## config.mk

```make
export PLATFORM = sky130hd
export DESIGN_NAME = ipv4_or_hostname_validator
export DESIGN_NICKNAME = d
export VERILOG_FILES = /design/src/ihv_pkg.sv /design/src/ihv_scan.sv /design/src/ipv4_or_hostname_validator.sv
export SDC_FILE = /design/constraint.sdc
export NUM_CORES = 1
export LEC_CHECK = 0
export CORE_MARGIN = 2
export CORE_UTILIZATION = 55
export DETAILED_ROUTE_END_ITERATION = 16
export DONT_BUFFER_PORTS = 1
export PLACE_DENSITY = 0.7
export SLEW_MARGIN = 20
export SYNTH_ARGS = -nofsm -noshare
export SYNTH_HDL_FRONTEND = slang
export SYNTH_HIERARCHICAL = 1
export SYNTH_SLANG_ARGS = --single-unit
```

## constraint.sdc

```tcl
create_clock -name clk -period 6.3 [get_ports clk]
set_input_delay 0.63 -clock clk [delete_from_list [all_inputs] [get_ports clk]]
set_output_delay 0.63 -clock clk [all_outputs]
set_load 0.01 [all_outputs]
```

## src/ihv_pkg.sv

```systemverilog
// Shared types, constants and character classification for the host string validator.
// No dependencies; used by ihv_scan and the top level.
package ihv_pkg;

  localparam int unsigned CHAR_W       = 8;
  localparam int unsigned HOST_LEN_W   = 8;
  localparam int unsigned LABEL_LEN_W  = 7;
  localparam int unsigned TOTAL_W      = 9;
  localparam int unsigned SEG_DIG_W    = 3;
  localparam int unsigned SEG_VAL_W    = 10;
  localparam int unsigned DOT_W        = 3;
  localparam int unsigned LABEL_CNT_W  = 8;
  localparam int unsigned CFG_IDX_W    = 1;

  localparam logic [HOST_LEN_W-1:0]  HOST_LEN_RESET  = 8'd253;
  localparam logic [LABEL_LEN_W-1:0] LABEL_LEN_RESET = 7'd63;
  localparam logic [SEG_VAL_W-1:0]   OCTET_MAX       = 10'd255;
  localparam logic [DOT_W-1:0]       DOTS_NEEDED     = 3'd3;
  localparam logic [SEG_DIG_W-1:0]   SEG_DIGITS_MAX  = 3'd3;
  localparam logic [TOTAL_W-1:0]     TOTAL_SAT       = 9'd511;
  localparam logic [DOT_W-1:0]       DOT_SAT         = 3'd7;
  localparam logic [LABEL_CNT_W-1:0] LABEL_SAT       = 8'd255;

  localparam logic [CHAR_W-1:0] CH_HYPHEN     = 8'h2D;
  localparam logic [CHAR_W-1:0] CH_DOT        = 8'h2E;
  localparam logic [CHAR_W-1:0] CH_UNDERSCORE = 8'h5F;
  localparam logic [CHAR_W-1:0] CH_ZERO       = 8'h30;

  // Item kinds carried on the input tuser bit.
  localparam logic OP_CHAR = 1'b0;
  localparam logic OP_END  = 1'b1;

  // Configuration register indexes.
  localparam logic [CFG_IDX_W-1:0] REG_MAX_HOST  = 1'b0;
  localparam logic [CFG_IDX_W-1:0] REG_MAX_LABEL = 1'b1;

  typedef struct packed {
    logic is_valid;
    logic looked_like_address;
  } verdict_t;

  function automatic logic is_digit(input logic [CHAR_W-1:0] c);
    return (c >= 8'h30) && (c <= 8'h39);
  endfunction

  function automatic logic is_alnum(input logic [CHAR_W-1:0] c);
    return is_digit(c) || ((c >= 8'h41) && (c <= 8'h5A)) ||
           ((c >= 8'h61) && (c <= 8'h7A));
  endfunction

endpackage

```

## src/ihv_scan.sv

```systemverilog
// Running string state of the validator: IPv4 and hostname checks side by side,
// updated once per accepted beat, plus the verdict for an end beat. Uses ihv_pkg.
module ihv_scan (
  input  logic                              clk,
  input  logic                              rst_n,
  input  logic                              beat_acc,
  input  logic                              op_end,
  input  logic [ihv_pkg::CHAR_W-1:0]        char_code,
  input  logic [ihv_pkg::HOST_LEN_W-1:0]    max_host_length,
  input  logic [ihv_pkg::LABEL_LEN_W-1:0]   max_label_length,
  output ihv_pkg::verdict_t                 verdict
);
  import ihv_pkg::*;

  logic [TOTAL_W-1:0]     total_r,     total_nxt;
  logic                   only_dd_r,   only_dd_nxt;
  logic [SEG_DIG_W-1:0]   seg_dig_r,   seg_dig_nxt;
  logic [SEG_VAL_W-1:0]   seg_val_r,   seg_val_nxt;
  logic [DOT_W-1:0]       dots_r,      dots_nxt;
  logic                   addr_ok_r,   addr_ok_nxt;
  logic [LABEL_CNT_W-1:0] label_r,     label_nxt;
  logic                   name_ok_r,   name_ok_nxt;
  logic [CHAR_W-1:0]      prev_r,      prev_nxt;

  logic       c_digit, c_alnum, c_dot, c_hyphen, c_under;
  logic       seg_good, empty, label_fits, too_long;
  logic [SEG_VAL_W+3:0] seg_mult;

  assign c_digit  = is_digit(char_code);
  assign c_alnum  = is_alnum(char_code);
  assign c_dot    = (char_code == CH_DOT);
  assign c_hyphen = (char_code == CH_HYPHEN);
  assign c_under  = (char_code == CH_UNDERSCORE);

  assign seg_good   = (seg_dig_r != '0) && (seg_dig_r <= SEG_DIGITS_MAX) &&
                      (seg_val_r <= OCTET_MAX);
  assign empty      = (total_r == '0);
  assign label_fits = (label_r != '0) &&
                      (label_r <= {1'b0, max_label_length});
  assign too_long   = (total_r > {1'b0, max_host_length});

  // value * 10 + digit, as two shifted adds; only used below three digits.
  assign seg_mult = {1'b0, seg_val_r, 3'b000} + {3'b000, seg_val_r, 1'b0} +
                    {6'd0, char_code - CH_ZERO};

  always_comb begin
    verdict.looked_like_address = only_dd_r && !empty;
    if (empty) begin
      verdict.is_valid = 1'b0;
    end else if (only_dd_r) begin
      verdict.is_valid = addr_ok_r && (dots_r == DOTS_NEEDED) && seg_good && !too_long;
    end else begin
      verdict.is_valid = name_ok_r && (prev_r != CH_HYPHEN) && (prev_r != CH_DOT) &&
                         label_fits && !too_long;
    end
  end

  always_comb begin
    total_nxt   = total_r;
    only_dd_nxt = only_dd_r;
    seg_dig_nxt = seg_dig_r;
    seg_val_nxt = seg_val_r;
    dots_nxt    = dots_r;
    addr_ok_nxt = addr_ok_r;
    label_nxt   = label_r;
    name_ok_nxt = name_ok_r;
    prev_nxt    = prev_r;
    if (beat_acc && op_end) begin
      total_nxt   = '0;
      only_dd_nxt = 1'b1;
      seg_dig_nxt = '0;
      seg_val_nxt = '0;
      dots_nxt    = '0;
      addr_ok_nxt = 1'b1;
      label_nxt   = '0;
      name_ok_nxt = 1'b1;
      prev_nxt    = '0;
    end else if (beat_acc) begin
      if (total_r != TOTAL_SAT) begin
        total_nxt = total_r + 1'b1;
      end
      if (!c_digit && !c_dot) begin
        only_dd_nxt = 1'b0;
      end
      // Dotted-quad check.
      if (c_digit) begin
        if (seg_dig_r < SEG_DIGITS_MAX) begin
          seg_val_nxt = seg_mult[SEG_VAL_W-1:0];
        end
        if (seg_dig_r <= SEG_DIGITS_MAX) begin
          seg_dig_nxt = seg_dig_r + 1'b1;
        end
      end else if (c_dot) begin
        if (!seg_good) begin
          addr_ok_nxt = 1'b0;
        end
        if (dots_r != DOT_SAT) begin
          dots_nxt = dots_r + 1'b1;
        end
        seg_dig_nxt = '0;
        seg_val_nxt = '0;
      end
      // Hostname check.
      if (empty && !c_alnum) begin
        name_ok_nxt = 1'b0;
      end
      if (c_dot) begin
        if (!label_fits || (prev_r == CH_HYPHEN)) begin
          name_ok_nxt = 1'b0;
        end
        label_nxt = '0;
      end else begin
        if (!c_alnum && !c_hyphen && !c_under) begin
          name_ok_nxt = 1'b0;
        end
        if ((label_r == '0) && c_hyphen) begin
          name_ok_nxt = 1'b0;
        end
        if (label_r != LABEL_SAT) begin
          label_nxt = label_r + 1'b1;
        end
      end
      prev_nxt = char_code;
    end
  end

  always_ff @(posedge clk) begin
    if (!rst_n) begin
      total_r   <= '0;
      only_dd_r <= 1'b1;
      seg_dig_r <= '0;
      seg_val_r <= '0;
      dots_r    <= '0;
      addr_ok_r <= 1'b1;
      label_r   <= '0;
      name_ok_r <= 1'b1;
      prev_r    <= '0;
    end else begin
      total_r   <= total_nxt;
      only_dd_r <= only_dd_nxt;
      seg_dig_r <= seg_dig_nxt;
      seg_val_r <= seg_val_nxt;
      dots_r    <= dots_nxt;
      addr_ok_r <= addr_ok_nxt;
      label_r   <= label_nxt;
      name_ok_r <= name_ok_nxt;
      prev_r    <= prev_nxt;
    end
  end

endmodule

```

## src/ipv4_or_hostname_validator.sv

```systemverilog
// Top level of the host string validator: stream handshake, configuration
// registers and result register around ihv_scan. Uses ihv_pkg.
//
// The block checks a host string fed one byte per input beat and, when an end
// beat arrives, returns one verdict beat saying whether the string is a valid
// dotted-quad IPv4 address or a valid hostname. Character beats produce no
// output. A string of only digits and dots is judged as an address (exactly
// three dots, 1 to 3 digits per segment, each segment at most 255); any other
// string is judged as a hostname (alphanumeric first character, last character
// neither hyphen nor dot, labels of 1 to max_label_length characters of
// alphanumerics, hyphen or underscore that do not start or end with a hyphen).
// Strings longer than max_host_length fail, and an end beat with no characters
// before it gives an invalid, non-address verdict. The running counters update in
// the cycle a beat is accepted, and the verdict lands in a single output register
// the next cycle, so a beat can be accepted every cycle as long as the output side
// keeps taking results. in_tready drops only while a verdict sits unconsumed in the
// output register. Configuration writes take effect at the next clock edge and
// should be made between strings.
module ipv4_or_hostname_validator (
  input  logic                              clk,
  input  logic                              rst_n,
  input  logic                              in_tvalid,
  output logic                              in_tready,
  input  logic [7:0]                        in_tdata,   // [7:0] char_code
  input  logic                              in_tuser,   // [0] operation (1 = end)
  output logic                              out_tvalid,
  input  logic                              out_tready,
  output logic [7:0]                        out_tdata,  // [0] is_valid, [7:1] zero
  output logic                              out_tuser,  // [0] looked_like_address
  input  logic                              cfg_we,
  input  logic [ihv_pkg::CFG_IDX_W-1:0]     cfg_index,
  input  logic [ihv_pkg::HOST_LEN_W-1:0]    cfg_wdata
);
  import ihv_pkg::*;

  logic [HOST_LEN_W-1:0]  max_host_r;
  logic [LABEL_LEN_W-1:0] max_label_r;
  logic                   out_valid_r;
  verdict_t               result_r;
  verdict_t               verdict;
  logic                   in_acc;

  assign in_tready = !out_valid_r || out_tready;
  assign in_acc    = in_tvalid && in_tready;

  ihv_scan u_scan (
    .clk              (clk),
    .rst_n            (rst_n),
    .beat_acc         (in_acc),
    .op_end           (in_tuser == OP_END),
    .char_code        (in_tdata),
    .max_host_length  (max_host_r),
    .max_label_length (max_label_r),
    .verdict          (verdict)
  );

  // Configuration registers.
  always_ff @(posedge clk) begin
    if (!rst_n) begin
      max_host_r  <= HOST_LEN_RESET;
      max_label_r <= LABEL_LEN_RESET;
    end else if (cfg_we) begin
      case (cfg_index)
        REG_MAX_HOST:  max_host_r  <= cfg_wdata;
        REG_MAX_LABEL: max_label_r <= cfg_wdata[LABEL_LEN_W-1:0];
        default: ;
      endcase
    end
  end

  // Output register: loaded by an end beat, emptied when the sink takes it.
  always_ff @(posedge clk) begin
    if (!rst_n) begin
      out_valid_r <= 1'b0;
    end else if (in_acc && (in_tuser == OP_END)) begin
      out_valid_r <= 1'b1;
    end else if (out_tready) begin
      out_valid_r <= 1'b0;
    end
  end

  always_ff @(posedge clk) begin
    if (in_acc && (in_tuser == OP_END)) begin
      result_r <= verdict;
    end
  end

  assign out_tvalid = out_valid_r;
  assign out_tdata  = {7'd0, result_r.is_valid};
  assign out_tuser  = result_r.looked_like_address;

endmodule

```

==> impl_summary.md, run 1 <==
Hold path
The type of the most critical hold path is in2reg.

Floorplanning
The number of placed I/O pins is 34. The count of standard-cell rows is 30. Once the floorplan was initialized, standard cells occupied 56.96% of the core.

The die covers 7763 um2. The die is 88.11 um tall. The floorplan die width is 88.11 um.

The total area inside the core boundary comes to 6832 um2.

CTS
The clock tree root buffer cell is clkbuf_8. Clock tree synthesis found a total of 62 sinks. The CTS clock-pin slew for the worst setup and hold paths is 70 ps.

The post-cts repair resize count is 0. The maximum number of buffers from clock root to sink is 2. The deepest level of the CTS H-tree is 3.

The number of buffers added to fix hold violations after cts is 0. The CTS tree is yes. The total CTS buffers is 9. In this run the post-CTS setup repair buffer count came out at 0.

The later pin in the worst-skew pair is clocked with a latency of 340 ps.

Critical path
The register-to-register setup slack is 3680 ps. The top fanout value on the critical path is 14. Data arrives at the worst endpoint at 2880 ps. The timing endpoint of the critical path is u_scan/total_r[7]. The category of the worst setup path capture point is a register. STA classifies the critical path startpoint as a register. The start point of the critical path is out_tvalid. In this run the critical register-to-register path is captured at u_scan/total_r[7]. Measured in cells, the most critical reg-to-reg path has a length of 7. Data on the critical path is required at its endpoint by 6560 ps. The critical path is of the reg2reg type.

The worst register-to-register path begins at out_tvalid.

Logic synthesis
After synthesis the cells add up to 3891 um2. The number of different library cells used by synthesis comes to 59. The mean post-synth cell area is 8.824 um2. The warning count from the yosys run is 6. In the synthesized netlist the async set-or-reset flop fraction comes to 0%. The flip-flop and latch count after synthesis is 62. Counting flops with a built-in enable in the synthesized netlist gives 2. The share of the yosys chip area belonging to registers is 32.41%.

The most used flip-flop cell after synthesis is dfxtp_1. Synthesis handed over a netlist of 441 instances.

Final layout
The area added between synthesis and finish is 5.852%. Summing all multi-input logic gate instances after layout gives 2372 um2. After the last flow step, the layout net total stands at 508. Across the whole layout, storage elements account for 1261 um2. The repair_antennas step left the layout with diodes totalling 0. Cells with a size suffix above 1 make up 5.418% of the layout. The count of fill cells added during filler insertion is 632. The finished cells cover 4119 um2. The final instance count without filler cells is 539.

Power and ir drop
VDD sags by at most 187.0 uV. The leakage power of the design is 1.829 nW. The power per cell area is 208.0 nW/um2.

STA
The time the worst path needs with I/O delays and setup is 2618 ps. The sum of negative setup slack is 0 ps. The worst path uses 41.56% of the clock period. The slew of the pin with the lowest slew margin is 836.8 ps.

Setup repair after global routing left no endpoint under its margin. The final count of pins violating max slew is 0. The tightest hold path in the finished design has a slack of 377.0 ps. Clock skew on the completed layout was measured at 11.85 ps.

The final number of setup-violating endpoints is 0. The final hold violation count is 0. The worst relative slew slack is 44.08%. Timing would allow up to 382.0 MHz.

Status
The run finished with clean final reports.

Placed design
At the end of routability-driven placement, the weighted congestion stood at 0.8160. The cell count after placement is 523. The count of buffers added on input and output ports is 0. The HPWL after detailed placement is 5774 um. The cell area after placement is 3919 um2.

Detailed routing
The met2 routed wirelength is 3811 um. For this block, the initial DRC count from the detailed router was 109. Signal routing reaches up to met4.

The count of antenna-violating nets left after detailed routing is 0. The amount of wire on met3 after detailed routing is 323 um. The post-detailed-routing wire length is 7765 um. The wire length per cell after detailed routing is 14.41 um. The number of remaining DRC errors is 0. The post-detailed-route via-to-cell ratio is 5.577.

The routed length on met1 is 3567 um. The total via count after detailed routing is 3006. The first TritonRoute pass finished after 4 iterations.

Global route
The number of global-route vias before repair was 3000. The number of antenna violations at the first check in global routing was 0. The overall track demand over capacity in global routing is 22.33%. Entering global routing, the biggest net connects 25 pins.

The total congestion overflow after global routing is 0. The first global-routing pass estimated 13590 um of wire.

Run
Max-cap violations in this run came to 0.
==> how the worst min path moves through the flow <==
stage                         from             end  cells after the start
global placement    max_label_r[6]  max_label_r[6]                      2
finish                       rst_n  max_label_r[3]                      1
global route                 rst_n   max_host_r[7]                      1
floorplan           max_label_r[6]  max_label_r[6]                      2
detailed placement  max_label_r[6]  max_label_r[6]                      2
CTS                          rst_n  max_label_r[3]                      1
==> flip-flops by register name (all words and copies together), names as in the netlist <==
signal,count
u_scan/only_dd_r,1
u_scan/dots_r,3
max_host_r,8
out_tuser,1
u_scan/label_r,8
out_tdata,1
u_scan/seg_dig_r,3
out_tvalid,1
max_label_r,7
u_scan/total_r,9
u_scan/prev_r,8
u_scan/addr_ok_r,1
u_scan/name_ok_r,1
u_scan/seg_val_r,10
==> area by class of cell <==
class / count / area share, %
multi-input combinational: 321 / 57.59
clock buffer: 11 / 3.433
inverter: 44 / 4.010
sequential: 62 / 30.62
clock inverter: 5 / 1.428
tap: 96 / 2.916
==> kinds of logic (layout without fill, tap and decap cells) <==
| kind of cell | count (synthesis) | after routing | synth area share [%] |
|---|---|---|---|
| and+or+nand+nor | 152 | 152 | 21.48 |
| AOI/OAI and AO/OA | 78 | 78 | 13.79 |
| buffers and inverters | 64 | 60 | 7.202 |
| DFF | 62 | 62 | 32.41 |
| adders and majority gates | 47 | 47 | 16.27 |
| xor gates and xnor gates | 24 | 24 | 5.402 |
| muxes | 13 | 13 | 3.344 |
| other | 1 | 7 | 0.09637 |
==> per-layer routing <==
metal	vias to the layer above	track usage, %
met2	52	37.47
li1	1531	-
met5	-	0
met4	0	6.198
met1	1418	27.51
met3	5	7.540
==> through the flow <==
| stage | setup WS, ps | power, mW | util, % |
|---|---|---|---|
| after floorplan | 3450 | 0.5060 | - |
| after global placement | 3438 | 0.5105 | 57.36 |
| after detailed placement | 3341 | 0.5143 | 57.36 |
| after CTS | 3657 | 0.8672 | 60.29 |
| after global routing | 3406 | 0.8997 | 60.29 |
| final | 3682 | 0.8569 | 60.29 |
==> cells in the final DEF, fill, tap and decap left out, types with 4 or more instances in the layout <==
| cell type | Yosys | routed |
|---|---|---|
| a211oi_1 | 6 | 6 |
| a21oi_1 | 19 | 19 |
| a22o_1 | 10 | 10 |
| a31oi_1 | 4 | 4 |
| and2_1 | 4 | 4 |
| clkbuf_8 | 0 | 10 |
| conb_1 | 1 | 7 |
| dfxtp_1 | 60 | 60 |
| fa_1 | 6 | 6 |
| ha_1 | 41 | 41 |
| inv_1 | 43 | 43 |
| mux2i_1 | 13 | 13 |
| nand2_1 | 26 | 26 |
| nand2b_1 | 6 | 6 |
| nand3_1 | 14 | 14 |
| nand3b_1 | 4 | 4 |
| nand4_1 | 12 | 12 |
| nand4b_1 | 4 | 4 |
| nor2_1 | 43 | 43 |
| nor2b_1 | 4 | 4 |
| nor3_1 | 7 | 7 |
| nor4_1 | 5 | 5 |
| o211ai_1 | 13 | 13 |
| o21ai_0 | 7 | 7 |
| o21ai_1 | 6 | 6 |
| xnor2_1 | 11 | 11 |
| xor2_1 | 13 | 13 |
==> power breakdown <==
group	switching, mW	leakage [nW]	total (mW)	internal (mW)
logic	0.0511	1.23	0.0893	0.0382
clock network	0.158	0.0955	0.351	0.193
registers	0.00932	0.507	0.416	0.407
total	0.218	1.83	0.857	0.639
==> critical path: stages, from the launching register on <==
cell and delay (ps):
dfxtp_1 340, nand2b_1 170, and2_1 650, inv_2 160
nor2_1 420, nand4_1 270, or3_1 380, a21oi_1 150
==> synth_stat cells (all sizes together), types with 5 or more instances <==
library cell / count / share of area (%)
mux2i: 13 / 3.3
nor2: 44 / 4.7
dfxtp: 60 / 31
a22o: 10 / 2.3
a21oi: 19 / 2.4
a211oi: 6 / 1.2
fa: 6 / 3.1
nor4: 5 / 0.80
nand2: 26 / 2.5
o211ai: 13 / 2.5
a31oi: 5 / 0.96
clkbuf: 5 / 0.48
xnor2: 11 / 2.5
nand4: 12 / 1.9
xor2: 13 / 2.9
buf: 15 / 2.5
nor3: 8 / 1.3
ha: 41 / 13
nand3: 14 / 1.8
o21ai: 13 / 1.7
nand2b: 6 / 0.96
inv: 44 / 4.2
Note: power is estimated with default switching activity, not from simulation.
==> run 2: changes to the inputs <==
--- a/config.mk
+++ b/config.mk
@@ -9,7 +9,7 @@
 export CORE_UTILIZATION = 55
 export DETAILED_ROUTE_END_ITERATION = 16
 export DONT_BUFFER_PORTS = 1
-export PLACE_DENSITY = 0.7
+export PLACE_DENSITY = 0.73
 export SLEW_MARGIN = 20
 export SYNTH_ARGS = -nofsm -noshare
 export SYNTH_HDL_FRONTEND = slang
==> constraint.sdc (replaced) <==
create_clock -name clk -period 2.3 [get_ports clk]
set_input_delay 0.23 -clock clk [delete_from_list [all_inputs] [get_ports clk]]
set_output_delay 0.23 -clock clk [all_outputs]
set_load 0.01 [all_outputs]
==> run 2 against run 1 <==
Effect of this change: clock power grew to 2.5 times the previous value; critical path depth grew 1; clock skew shrank 3.0 ps; die area did not move; sequential share of layout area decreased by 0.96 points; largest cell class unchanged.
==> impl_summary.md, run 2 (synthesis results as in run 1) <==
Status
Outcome: finished clean (unchanged).

CTS
The total CTS buffers came to 9 (unchanged). The CTS clock-pin slew for the worst setup and hold paths was 80 ps (was 70 ps). The CTS tree is yes (unchanged).

The worst-skew pair later-pin latency is 340 ps (about the same). The deepest level of the CTS H-tree is 3 (unchanged). The sink count of the clock tree is 62 (unchanged). The maximum number of buffers from clock root to sink is 2 (unchanged). The clock tree root buffer cell was clkbuf_8 (unchanged).

Hold path
The type of the most critical hold path is in2reg (unchanged).

Floorplanning
The total die area is 7763 um2 (unchanged). The core box area is 6832 um2 (unchanged). The initial standard-cell utilization of the core is 56.96% (unchanged). The floorplan die width is 88.11 um (unchanged). The count of standard-cell rows came to 30 (unchanged). The die span in y is 88.11 um (unchanged). The number of placed I/O pins is 34 (unchanged).

STA
The time the worst path needs with I/O delays and setup is 2178 ps (was 2618 ps). The tightest hold margin came to 28.87 ps (was 377.0 ps). The sum of negative setup slack was 0 ps (unchanged).

The final hold violation count is 0 (unchanged). The final number of setup-violating endpoints is 0 (unchanged). The fmax is 459.1 MHz (was 382.0 MHz). The final count of pins violating max slew is 0 (unchanged).

The worst relative slew slack is 58.71% (was 44.08%). RSZ-0062 raised after global routing: true (was false). The share of the clock period used by the worst path is 94.71% (was 41.56%).

The post-layout worst setup margin came to 121.7 ps (was 3682 ps). The slew of the pin with the lowest slew margin is 603.7 ps (was 836.8 ps). The maximum clock skew at final layout came to 8.892 ps (was 11.85 ps).

Detailed routing
The count of antenna-violating nets left after detailed routing is 0 (unchanged). The initial DRC count was 118 (was 109). The number of search-and-repair iterations in the first detailed-routing pass was 5 (was 4).

The total via count after detailed routing is 3035 (was 3006). The post-detailed-route via-to-cell ratio is 5.488 (was 5.577). The post-detailed-routing wire length is 7906 um (was 7765 um). The wire length per cell after detailed routing is 14.30 um (was 14.41 um).

The number of remaining DRC errors came to 0 (unchanged).

Critical path
The top fanout value on the critical path is 4 (was 14). The category of the worst setup path capture point is a register (unchanged). The launching element type of the critical path is a register (unchanged). The worst endpoint data arrival time is 2420 ps (was 2880 ps). The data required time at the worst endpoint is 2540 ps (was 6560 ps). The start-to-end type of the worst setup path is reg2reg (unchanged).

Global route
The global-route wire length before repair is 13250 um (was 13590 um). The number of antenna violations at the first check in global routing came to 0 (unchanged). The number of global-route vias before repair is 2893 (was 3000). The overall track demand over capacity in global routing is 21.94% (was 22.33%). The total congestion overflow after global routing came to 0 (unchanged).

The largest net degree at the start of global routing is 18 (was 25).

Power and ir drop
The peak ir drop on the vdd network came to 318.4 uV (was 187.0 uV). The power per cell area is 540.1 nW/um2 (was 208.0 nW/um2). The leakage power of the design is 1.896 nW (was 1.829 nW).

Final layout
Registers with the highest flip-flop counts: u_scan/seg_val_r (10), u_scan/total_r (9) (unchanged). The register with the most flip-flops is u_scan/seg_val_r (unchanged). The area added between synthesis and finish was 9.614% (was 5.852%). The fraction of layout instances using a drive strength above 1 is 10.72% (was 5.418%).

The number of antenna repair diodes is 0 (unchanged). The flip-flop count of the largest register, all copies and words added is 10 (unchanged). Leading cell types in the layout, fill and taps excluded: 57 x dfxtp_1, 43 x inv_1, 43 x nor2_1, 38 x ha_1, 26 x nand2_1 (was 60 x dfxtp_1, 43 x inv_1, 43 x nor2_1, 41 x ha_1, 26 x nand2_1). The net count of the finished layout is 522 (was 508). The post-layout instance area is 4265 um2 (was 4119 um2). The final instance count without filler cells is 553 (was 539).

The count of fill cells added during filler insertion was 595 (was 632). The most common cell after layout, fill and taps aside was dfxtp_1 (unchanged).

Placed design
The HPWL after detailed placement is 5757 um (was 5774 um). The cell area after placement is 4044 um2 (was 3919 um2). The final estimated routing congestion in global placement is 0.8914 (was 0.8160).

The cell count after placement is 535 (was 523). The pre-CTS worst setup slack is -64.30 ps (was 3341 ps). The number of buffers added on ports is 0 (unchanged).

Run
The total of max-cap violations is 0 (unchanged).
run 2: changes by cell type in the layout (fill, tap and decap cells not counted), sizes merged:
cell | previous run | this run
dlygate4sd3 | 0 | 2
clkbuf | 11 | 9
bufinv | 1 | 0
buf | 0 | 12
inv | 44 | 47
run 2: area by class of cell:
| cell class | instances | area (um2) | share of cell area (%) |
|---|---|---|---|
| multi-input combinational | 321 | 2425 | 56.85 |
| clock buffer | 9 | 123.9 | 2.904 |
| sequential | 62 | 1265 | 29.66 |
| inverter | 44 | 165.2 | 3.872 |
| tap | 96 | 120.1 | 2.816 |
| timing repair buffer | 14 | 110.1 | 2.581 |
| clock inverter | 7 | 56.30 | 1.320 |
run 2: through the flow:
stage | power (mW) | util [%]
2_1_floorplan | 1.395 | -
3_3_place_gp | 1.424 | 59.19
3_5_place_dp | 1.433 | 59.19
4_1_cts | 2.327 | 62.16
5_1_grt | 2.406 | 62.44
6_report | 2.304 | 62.44
run 2: path summary, 6_finish.rpt:
kind	from	end	slack [ps]	cells after the start
worst min register to register	max_host_r[2]	max_host_r[2]	470	2
worst max register to register	u_scan/seg_val_r[1]	u_scan/seg_val_r[9]	120	8
worst max-delay path	u_scan/seg_val_r[1]	u_scan/seg_val_r[9]	120	8
worst min-delay path	rst_n	out_tvalid	30	1
run 2: metal layers:
metal | vias up | track usage, % | part of all wire (%)
li1 | 1559 | - | -
met2 | 47 | 36.16 | 47
met4 | 0 | 8.678 | 1.3
met5 | - | 0 | 0
met3 | 9 | 5.278 | 3.3
met1 | 1420 | 27.79 | 48
run 2: report_power, final:
group	switching, mW	internal, mW
clock network	0.483	0.402
registers	0.0240	1.11
logic	0.152	0.129
total	0.659	1.64
run 2: repair_timing:
item                                   4_1_cts  5_1_grt
pin swaps                                    0        1
setup buffers                                0        0
setup endpoints to repair                    1        3
hold buffers                                 2        0
resized for setup                            1        7
endpoints found under the hold margin       15        0
run 2: worst max-delay path: stages (launching register included):
cell,delay (ps)
dfxtp_1,350
fa_1,490
ha_1,360
nand3_1,80
o211ai_1,220
nor4_1,70
nor3_1,180
xnor2_1,100
a22o_1,220
